<file path="config.mk">
export PLATFORM = sky130hd
export DESIGN_NAME = least_loaded_selector_with_backoff_unit
export DESIGN_NICKNAME = d
export VERILOG_FILES = /design/src/rtl/core/lls_pkg.sv /design/src/rtl/core/least_loaded_selector_with_backoff_unit.sv /design/src/rtl/core/lls_ram.sv /design/src/rtl/core/lls_datapath.sv /design/src/rtl/core/lls_ctrl.sv
export SDC_FILE = /design/constraint.sdc
export NUM_CORES = 2
export LEC_CHECK = 0
export ABC_AREA = 1
export BUFFER_PORTS_ARGS = -buffer_cell sky130_fd_sc_hd__buf_2
export CAP_MARGIN = 20
export CORE_ASPECT_RATIO = 2
export CORE_MARGIN = 2
export CORE_UTILIZATION = 45
export DETAILED_ROUTE_END_ITERATION = 8
export GPL_TIMING_DRIVEN = 0
export PLACE_DENSITY = 0.59
export SLEW_MARGIN = 5
export SYNTH_ARGS = -nofsm -noshare
export SYNTH_HDL_FRONTEND = slang
export SYNTH_SLANG_ARGS = --single-unit
</file>
<file path="constraint.sdc">
create_clock -name clock -period 8.25 [get_ports clock]
set_clock_uncertainty 0.05 [all_clocks]
set_input_delay 0 -clock clock [delete_from_list [all_inputs] [get_ports clock]]
set_output_delay 0 -clock clock [all_outputs]
set_load 0.02 [all_outputs]
</file>
<file path="src/rtl/core/lls_pkg.sv">
// Package: types and constants for the least-loaded selector with failure hold-off.
`timescale 1ns / 1ps
`default_nettype none
package lls_pkg;

   localparam int NUM_ENTRIES_DEF = 16;

   localparam int TASK_W = 16;
   localparam int STREAK_W = 8;
   localparam int TIME_W = 48;
   localparam int IDX_W = 4;
   localparam int EIU_W = 5;
   localparam int HOLD_W = 32;
   localparam int CSR_IDX_W = 2;
   localparam int CSR_DATA_W = 32;

   localparam logic [EIU_W-1:0] EIU_RST = 5'd16;
   localparam logic [STREAK_W-1:0] LIMIT_RST = 8'd3;
   localparam logic [HOLD_W-1:0] HOLD_RST = 32'd1000000;

   localparam logic [STREAK_W-1:0] STREAK_DECAY = 8'd2;
   localparam logic [STREAK_W-1:0] STREAK_MAX = 8'hFF;
   localparam logic [TASK_W-1:0] TASK_MAX = 16'hFFFF;

   localparam logic OP_SELECT = 1'b0;
   localparam logic OP_REPORT = 1'b1;

   localparam logic [CSR_IDX_W-1:0] CSR_ENTRIES_IN_USE = 2'd0;
   localparam logic [CSR_IDX_W-1:0] CSR_FAILURE_LIMIT = 2'd1;
   localparam logic [CSR_IDX_W-1:0] CSR_HOLDOFF_TIME = 2'd2;

   typedef struct packed {
      logic op;
      logic [TIME_W-1:0] now;
      logic [IDX_W-1:0] entry_index;
      logic succeeded;
   } req_type;

   typedef struct packed {
      logic [IDX_W-1:0] chosen_index;
      logic found;
   } rsp_type;

   typedef struct packed {
      logic [TASK_W-1:0] task_count;
      logic [STREAK_W-1:0] fail_streak;
      logic [TIME_W-1:0] last_fail_time;
   } entry_type;

   typedef struct packed {
      logic load;
      logic rpt_read;
      logic rpt_write;
      logic scan_start;
      logic scan_eval;
      logic sel_finish;
   } cmd_type;

   typedef struct packed {
      logic limit_zero;
      logic scan_last;
   } sts_type;

endpackage
`default_nettype wire

</file>
<file path="src/rtl/core/least_loaded_selector_with_backoff_unit.sv">
// Top level: least-loaded target selector with failure hold-off.
// Report item: the indexed entry is read, then updated; no result.
// Select item: scans L entries, L = min(entries_in_use, NUM_ENTRIES); one entry
// is read and evaluated per cycle through the single table read port.
// rsp_valid is high for one cycle after the final table write; the receiver cannot stall.
// Synchronous reset restores config defaults and marks all entries as zero; no clearing pass.
`timescale 1ns / 1ps
`default_nettype none
module least_loaded_selector_with_backoff_unit import lls_pkg::*; #(
   parameter int NUM_ENTRIES = NUM_ENTRIES_DEF
) (
   input wire logic clock,
   input wire logic reset,
   input wire logic start,
   output logic busy,
   input wire req_type req_data,
   output logic rsp_valid,
   output rsp_type rsp_data,
   input wire logic csr_we,
   input wire logic [CSR_IDX_W-1:0] csr_index,
   input wire logic [CSR_DATA_W-1:0] csr_wdata
);

   cmd_type cmd;
   sts_type sts;

   lls_ctrl u_ctrl (
      .clock(clock),
      .reset(reset),
      .start(start),
      .req_op(req_data.op),
      .sts(sts),
      .cmd(cmd),
      .busy(busy)
   );

   lls_datapath #(
      .NUM_ENTRIES(NUM_ENTRIES)
   ) u_datapath (
      .clock(clock),
      .reset(reset),
      .cmd(cmd),
      .sts(sts),
      .req_data(req_data),
      .csr_we(csr_we),
      .csr_index(csr_index),
      .csr_wdata(csr_wdata),
      .rsp_valid(rsp_valid),
      .rsp_data(rsp_data)
   );

endmodule
`default_nettype wire

</file>
<file path="src/rtl/core/lls_ram.sv">
// Generic single-port-write, single-port-read RAM with registered read data.
`timescale 1ns / 1ps
`default_nettype none
module lls_ram #(
   parameter int WIDTH = 8,
   parameter int DEPTH = 16,
   localparam int AW = (DEPTH > 1) ? $clog2(DEPTH) : 1
) (
   input wire logic clock,
   input wire logic wr_en,
   input wire logic [AW-1:0] wr_addr,
   input wire logic [WIDTH-1:0] wr_data,
   input wire logic rd_en,
   input wire logic [AW-1:0] rd_addr,
   output logic [WIDTH-1:0] rd_data
);

   logic [WIDTH-1:0] mem_ff [DEPTH];
   logic [WIDTH-1:0] rd_data_ff;

   always_ff @(posedge clock) begin
      if (wr_en) begin
         mem_ff[wr_addr] <= wr_data;
      end
      if (rd_en) begin
         rd_data_ff <= mem_ff[rd_addr];
      end
   end

   assign rd_data = rd_data_ff;

endmodule
`default_nettype wire

</file>
<file path="src/rtl/core/lls_datapath.sv">
// Datapath: config registers, entry table, scan evaluation and result register.
`timescale 1ns / 1ps
`default_nettype none
module lls_datapath import lls_pkg::*; #(
   parameter int NUM_ENTRIES = NUM_ENTRIES_DEF
) (
   input wire logic clock,
   input wire logic reset,
   input wire cmd_type cmd,
   output sts_type sts,
   input wire req_type req_data,
   input wire logic csr_we,
   input wire logic [CSR_IDX_W-1:0] csr_index,
   input wire logic [CSR_DATA_W-1:0] csr_wdata,
   output logic rsp_valid,
   output rsp_type rsp_data
);

   localparam int AW = (NUM_ENTRIES > 1) ? $clog2(NUM_ENTRIES) : 1;
   localparam int CW = $clog2(NUM_ENTRIES + 1);
   localparam int LW = (CW > EIU_W) ? CW : EIU_W;
   localparam int EW = $bits(entry_type);

   logic [EIU_W-1:0] eiu_ff, eiu_in;
   logic [STREAK_W-1:0] limit_ff, limit_in;
   logic [HOLD_W-1:0] hold_ff, hold_in;
   req_type req_ff, req_in;
   logic [AW-1:0] scan_addr_ff, scan_addr_in;
   logic have_ff, have_in;
   logic [AW-1:0] best_addr_ff, best_addr_in;
   entry_type best_ent_ff, best_ent_in;
   logic [NUM_ENTRIES-1:0] valid_ff, valid_in;
   logic rd_valid_ff, rd_valid_in;
   logic rsp_valid_ff, rsp_valid_in;
   rsp_type rsp_data_ff, rsp_data_in;

   logic [LW-1:0] eiu_ext, num_ext, limit_eff, scan_next_ext, idx_ext, best_ext;
   logic idx_ok;
   logic rd_en, wr_en;
   logic [AW-1:0] rd_addr, wr_addr, scan_next;
   logic [EW-1:0] ram_rd, wr_data;
   entry_type cur, upd, rpt_ent, fin_ent;
   logic over_limit, held, eligible, better;
   logic [TIME_W-1:0] diff;

   assign eiu_ext = LW'(eiu_ff);
   assign num_ext = LW'(NUM_ENTRIES);
   assign limit_eff = (eiu_ext > num_ext) ? num_ext : eiu_ext;
   assign scan_next = scan_addr_ff + AW'(1);
   assign scan_next_ext = LW'(scan_addr_ff) + LW'(1);
   assign idx_ext = LW'(req_ff.entry_index);
   assign idx_ok = idx_ext < num_ext;

   assign sts.limit_zero = (limit_eff == '0);
   assign sts.scan_last = (scan_next_ext == limit_eff);

   // Current entry: never-written entries read as zero.
   assign cur = rd_valid_ff ? entry_type'(ram_rd) : entry_type'('0);

   // Hold-off test and decay for the entry under scan.
   assign diff = req_ff.now - cur.last_fail_time;
   assign over_limit = cur.fail_streak >= limit_ff;
   assign held = (req_ff.now < cur.last_fail_time) || (diff < TIME_W'(hold_ff));
   assign eligible = !(over_limit && held);
   always_comb begin
      upd = cur;
      if (over_limit) begin
         upd.fail_streak = (cur.fail_streak > STREAK_DECAY) ?
                           (cur.fail_streak - STREAK_DECAY) : '0;
         upd.last_fail_time = req_ff.now;
      end
   end
   assign better = eligible && (!have_ff || (cur.task_count < best_ent_ff.task_count));

   always_comb begin
      rpt_ent = cur;
      if (req_ff.succeeded) begin
         rpt_ent.fail_streak = '0;
      end else begin
         if (cur.fail_streak != STREAK_MAX) begin
            rpt_ent.fail_streak = cur.fail_streak + STREAK_W'(1);
         end
         rpt_ent.last_fail_time = req_ff.now;
      end
      if (cur.task_count != '0) begin
         rpt_ent.task_count = cur.task_count - TASK_W'(1);
      end
   end

   always_comb begin
      fin_ent = best_ent_ff;
      if (best_ent_ff.task_count != TASK_MAX) begin
         fin_ent.task_count = best_ent_ff.task_count + TASK_W'(1);
      end
   end

   // Table read port
   always_comb begin
      rd_en = 1'b0;
      rd_addr = scan_next;
      priority if (cmd.rpt_read) begin
         rd_en = 1'b1;
         rd_addr = idx_ext[AW-1:0];
      end else if (cmd.scan_start) begin
         rd_en = 1'b1;
         rd_addr = '0;
      end else if (cmd.scan_eval && !sts.scan_last) begin
         rd_en = 1'b1;
         rd_addr = scan_next;
      end
   end

   // Table write port
   always_comb begin
      wr_en = 1'b0;
      wr_addr = scan_addr_ff;
      wr_data = EW'(upd);
      priority if (cmd.rpt_write) begin
         wr_en = idx_ok;
         wr_addr = idx_ext[AW-1:0];
         wr_data = EW'(rpt_ent);
      end else if (cmd.scan_eval) begin
         wr_en = over_limit && !held;
         wr_addr = scan_addr_ff;
         wr_data = EW'(upd);
      end else if (cmd.sel_finish) begin
         wr_en = have_ff;
         wr_addr = best_addr_ff;
         wr_data = EW'(fin_ent);
      end
   end

   lls_ram #(
      .WIDTH(EW),
      .DEPTH(NUM_ENTRIES)
   ) u_table (
      .clock(clock),
      .wr_en(wr_en),
      .wr_addr(wr_addr),
      .wr_data(wr_data),
      .rd_en(rd_en),
      .rd_addr(rd_addr),
      .rd_data(ram_rd)
   );

   always_comb begin
      eiu_in = eiu_ff;
      limit_in = limit_ff;
      hold_in = hold_ff;
      if (csr_we) begin
         unique case (csr_index)
            CSR_ENTRIES_IN_USE: eiu_in = csr_wdata[EIU_W-1:0];
            CSR_FAILURE_LIMIT: limit_in = csr_wdata[STREAK_W-1:0];
            CSR_HOLDOFF_TIME: hold_in = csr_wdata[HOLD_W-1:0];
            default: ;
         endcase
      end
   end

   always_comb begin
      req_in = cmd.load ? req_data : req_ff;
      scan_addr_in = scan_addr_ff;
      if (cmd.scan_start) begin
         scan_addr_in = '0;
      end else if (cmd.scan_eval) begin
         scan_addr_in = scan_next;
      end
      have_in = have_ff;
      best_addr_in = best_addr_ff;
      best_ent_in = best_ent_ff;
      if (cmd.load) begin
         have_in = 1'b0;
      end else if (cmd.scan_eval && better) begin
         have_in = 1'b1;
         best_addr_in = scan_addr_ff;
         best_ent_in = upd;
      end
      valid_in = valid_ff;
      if (wr_en) begin
         valid_in[wr_addr] = 1'b1;
      end
      rd_valid_in = rd_en ? valid_ff[rd_addr] : rd_valid_ff;
      best_ext = LW'(best_addr_ff);
      rsp_valid_in = cmd.sel_finish;
      rsp_data_in = rsp_data_ff;
      if (cmd.sel_finish) begin
         rsp_data_in.found = have_ff;
         rsp_data_in.chosen_index = have_ff ? best_ext[IDX_W-1:0] : '0;
      end
   end

   always_ff @(posedge clock) begin
      if (reset) begin
         eiu_ff <= EIU_RST;
         limit_ff <= LIMIT_RST;
         hold_ff <= HOLD_RST;
         valid_ff <= '0;
         rd_valid_ff <= 1'b0;
         have_ff <= 1'b0;
         rsp_valid_ff <= 1'b0;
      end else begin
         eiu_ff <= eiu_in;
         limit_ff <= limit_in;
         hold_ff <= hold_in;
         valid_ff <= valid_in;
         rd_valid_ff <= rd_valid_in;
         have_ff <= have_in;
         rsp_valid_ff <= rsp_valid_in;
      end
   end

   always_ff @(posedge clock) begin
      req_ff <= req_in;
      scan_addr_ff <= scan_addr_in;
      best_addr_ff <= best_addr_in;
      best_ent_ff <= best_ent_in;
      rsp_data_ff <= rsp_data_in;
   end

   assign rsp_valid = rsp_valid_ff;
   assign rsp_data = rsp_data_ff;

endmodule
`default_nettype wire

</file>
<file path="src/rtl/core/lls_ctrl.sv">
// Controller: state machine sequencing report and select items.
`timescale 1ns / 1ps
`default_nettype none
module lls_ctrl import lls_pkg::*; (
   input wire logic clock,
   input wire logic reset,
   input wire logic start,
   input wire logic req_op,
   input wire sts_type sts,
   output cmd_type cmd,
   output logic busy
);

   typedef enum logic [5:0] {
      ST_IDLE = 6'b000001,
      ST_RPT_RD = 6'b000010,
      ST_RPT_WR = 6'b000100,
      ST_SEL_RD = 6'b001000,
      ST_SEL_EVAL = 6'b010000,
      ST_SEL_WR = 6'b100000
   } state_type;

   state_type state_ff, state_in;

   always_comb begin
      state_in = state_ff;
      cmd = '0;
      unique case (state_ff)
         ST_IDLE: begin
            if (start) begin
               cmd.load = 1'b1;
               if (req_op == OP_REPORT) begin
                  state_in = ST_RPT_RD;
               end else if (sts.limit_zero) begin
                  state_in = ST_SEL_WR;
               end else begin
                  state_in = ST_SEL_RD;
               end
            end
         end
         ST_RPT_RD: begin
            cmd.rpt_read = 1'b1;
            state_in = ST_RPT_WR;
         end
         ST_RPT_WR: begin
            cmd.rpt_write = 1'b1;
            state_in = ST_IDLE;
         end
         ST_SEL_RD: begin
            cmd.scan_start = 1'b1;
            state_in = ST_SEL_EVAL;
         end
         ST_SEL_EVAL: begin
            cmd.scan_eval = 1'b1;
            if (sts.scan_last) begin
               state_in = ST_SEL_WR;
            end
         end
         ST_SEL_WR: begin
            cmd.sel_finish = 1'b1;
            state_in = ST_IDLE;
         end
         default: state_in = ST_IDLE;
      endcase
   end

   always_ff @(posedge clock) begin
      if (reset) begin
         state_ff <= ST_IDLE;
      end else begin
         state_ff <= state_in;
      end
   end

   assign busy = (state_ff != ST_IDLE);

endmodule
`default_nettype wire
</file>
==> metrics.cfg <==
[placed_design]
gp_congestion=0.9854
io_buffers=98
dp_hpwl_mm=160.2
dp_slack_ns=0.3285

[worst_setup_path]
startpoint_type=flop
setup.worst_path.class=flop to flop
cp_slowest_stage_delay_ns=0.74
path_max_fanout=41
worstSetupEndpointType=flop
crit_top_cell=nand2_1
critPathRequiredTime_ns=8.58
critical_path.top_delay_family=simple AND/OR/NAND/NOR gates
path_buf_inv=9
cpMaxStageDelayCell=buf_1
worst_ep_arrival_time_ns=8.12

[sta]
drv_slew=0
final.setup.worst_slack_ns=0.4544
period_share=0.9449
tightest_slew_ns=1.241
period_needed_ns=7.796
final_hold_viol_count=0
finalSetupViolCount=0
setup_tns_ns=0
fmax_mhz=128.3
max-slew-margin-rel=0.1724
rsz0062_at_grt=false

[synth]
syn_area_sq_mm=0.06269
yosysTopAreaCell=edfxtp_1
syn_nets=5731
synth_warnings=0
synth_flop_cell=edfxtp_1
netlist_instances=5527
synth-seq-area-share=0.6742
ys_ff_latch=1432
synth_area_leaders=edfxtp_1, o21ai_0, nor2_1
yosysTopAreaCellShare=0.6505
ys_async_sr_fraction=0
avgSynthCellArea_sq_um=11.34
yosysUniqueCellTypes=60
synth-edff-count=1358

[global_routing]
antenna_found_initial=11
grt_pass1_wl_mm=325.1
grt.total_usage=0.3215
grt_pass1_vias=47280
grt-ovfl-total=0
grt_max_degree=57

[job]
maxCapViolCount=0

[cts]
cts_max_level=3
clk_path_buf_depth=3
clk_latency_ns=0.76
cts_tree=built
clock-root-buffer=clkbuf_16
cts_buffers=120
path_clk_slew_ns=0.07
cts.sinks=1432

[drt]
drt_iter0_drc=4635
routed_wl_mm=232.7
drc=0
vias_per_cell=5.977
vias=47590
drtPass1Iterations=8
antenna_left=0
wl_per_cell_microns=29.22

[power]
p_sw_frac=0.3949
power_frac_clock=0.263
p_int_w=0.01321
pwr-share-seq=0.379
p_switching_w=0.008617
power_density_mw_per_mm2=301.3
p_leak_nw=25.31
pwr-share-comb=0.357
peakVddDrop_mv=0.2211

[floorplanning]
rows=193
die_height_microns=531.8
design.core.area_sq_mm=0.1384
die_width_microns=267.9
fp.dieArea_sq_mm=0.1425
io-pin-count=99
start_util=0.4530

[final_layout]
drive_gt1_frac=0.09486
syn2layout_area_growth_pct=15.53
nets=6215

[hold_path]
hold_path.class=input pin to flop

[run_status]
status=complete, no violations

[layout by cell type (no fill, tap or decap), types with 25 or more instances in the layout]
| master | n |
|---|---|
| clkinv_1 | 28 |
| nor3_1 | 33 |
| o21ai_1 | 65 |
| xor2_1 | 35 |
| dfxtp_1 | 74 |
| dlygate4sd3_1 | 165 |
| clkbuf_16 | 122 |
| o211ai_1 | 162 |
| edfxtp_1 | 1358 |
| o21ai_0 | 827 |
| inv_1 | 340 |
| nor2_1 | 794 |
| o22ai_1 | 149 |
| ha_1 | 111 |
| o221ai_1 | 146 |
| clkbuf_1 | 230 |
| nand3_1 | 57 |
| a21oi_1 | 144 |
| buf_4 | 62 |
| buf_2 | 173 |
| nand2_1 | 721 |
| clkinv_2 | 25 |
[registers in the layout, indices dropped and copies added, names as in the netlist]
signal	flops
u_ctrl.state_ff	6
u_datapath.best_addr_ff	4
u_datapath.best_ent_ff	72
u_datapath.eiu_ext	5
u_datapath.have_ff	1
u_datapath.hold_ff	32
u_datapath.idx_ext	4
u_datapath.limit_ff	8
u_datapath.rd_valid_ff	1
u_datapath.req_ff	49
u_datapath.rsp_data	5
u_datapath.rsp_valid	1
u_datapath.scan_addr_ff	4
u_datapath.u_table.mem_ff	1152
u_datapath.u_table.rd_data	72
u_datapath.valid_ff	16
[synth_stat cells (all sizes together), types with 7 or more instances]
cell,n
buf,95
a21oi,154
o221ai,146
o22ai,151
edfxtp,1358
nor4,8
ha,111
nand2,744
dfxtp,74
nor2,819
o21bai,7
nor3,37
nand3,63
inv,377
nand4,23
o21ai,896
xnor2,11
xor2,35
o211ai,162
clkbuf,218
[per-layer routing]
metal | part of all wire | track usage | wire, microns | vias up
met1 | 0.35 | 0.3517 | 80950 | 23580
met2 | 0.51 | 0.5645 | 117600 | 2335
li1 | - | - | - | 20910
met5 | 0.00028 | 0 | 66 | -
met4 | 0.079 | 0.2285 | 18440 | 10
met3 | 0.067 | 0.04856 | 15600 | 757
[cell families after synthesis]
logic type	share of synthesized area
buffers and inverters	0.04385
xor gates and xnor gates	0.006427
adders and majority gates	0.02248
muxes	0.0001796
AOI/OAI and AO/OA	0.1435
and+or+nand+nor	0.1094
DFF	0.6742
[worst min-delay path, cell delays in order]
cell           delay [ns]
dlygate4sd3_1        0.51
buf_2                0.09
o21ai_0              0.08
a21oi_1              0.10
[timing repair]
| action | 4_1_cts | 5_1_grt |
|---|---|---|
| resized for setup | 0 | 2 |
| endpoints found under the setup margin | 0 | 26 |
| hold buffers | 165 | 0 |
| endpoints found under the hold margin | 158 | 0 |
| buffers inserted | 0 | 4 |
[final timing paths]
check        slack (ns)  cells past startpoint                                  from                                    endpoint
max reg2reg        0.45                     32   u_datapath.rd_valid_ff$_SDFFE_PP0P_  u_datapath.u_table.mem_ff[5][31]$_DFFE_PP_
min                0.02                      4                         csr_wdata[31]         u_datapath.hold_ff[31]$_SDFFE_PP0P_
max                0.45                     32   u_datapath.rd_valid_ff$_SDFFE_PP0P_  u_datapath.u_table.mem_ff[5][31]$_DFFE_PP_
min reg2reg        0.41                      2  u_datapath.valid_ff[10]$_SDFFE_PP0P_        u_datapath.valid_ff[10]$_SDFFE_PP0P_
[power by group through the flow]
stage / Sequential [W] / Combinational [W] / Clock [W]
final: 0.00827 / 0.00780 / 0.00575
after global routing: 0.00828 / 0.00817 / 0.00600
after CTS: 0.00827 / 0.00763 / 0.00576
after detailed placement: 0.00843 / 0.00754 / 0
after global placement: 0.00845 / 0.00737 / 0
after floorplan: 0.00842 / 0.00404 / 0
[final cells by class]
class | instances | area [sq um]
clock buffers | 137 | 3109
clock inverters | 78 | 737.0
diodes | 7 | 17.52
well taps | 1852 | 2317
inverters | 378 | 1501
fillers | 12030 | 65950
multi-input cells | 3404 | 17710
flip-flops and latches | 1432 | 42260
repair buffers | 362 | 3431
plain buffers | 313 | 1333
[stage by stage]
| stage | instance area [sq um] | std cells | total power, W | util | hold slack [ns] |
|---|---|---|---|---|---|
| 6_report | 72420 | 7963 | 0.02182 | 0.5234 | 0.02028 |
| 3_3_place_gp | 65490 | 7477 | 0.01582 | 0.4733 | 0.1299 |
| 3_5_place_dp | 66790 | 7563 | 0.01597 | 0.4827 | 0.1281 |
| 5_1_grt | 72400 | 7958 | 0.02244 | 0.5233 | 0.05594 |
| 2_1_floorplan | 62690 | 5527 | 0.01246 | - | 0.02674 |
| 4_1_cts | 72290 | 7943 | 0.02166 | 0.5224 | 0.0007583 |
(Power assumes the default switching activity.)
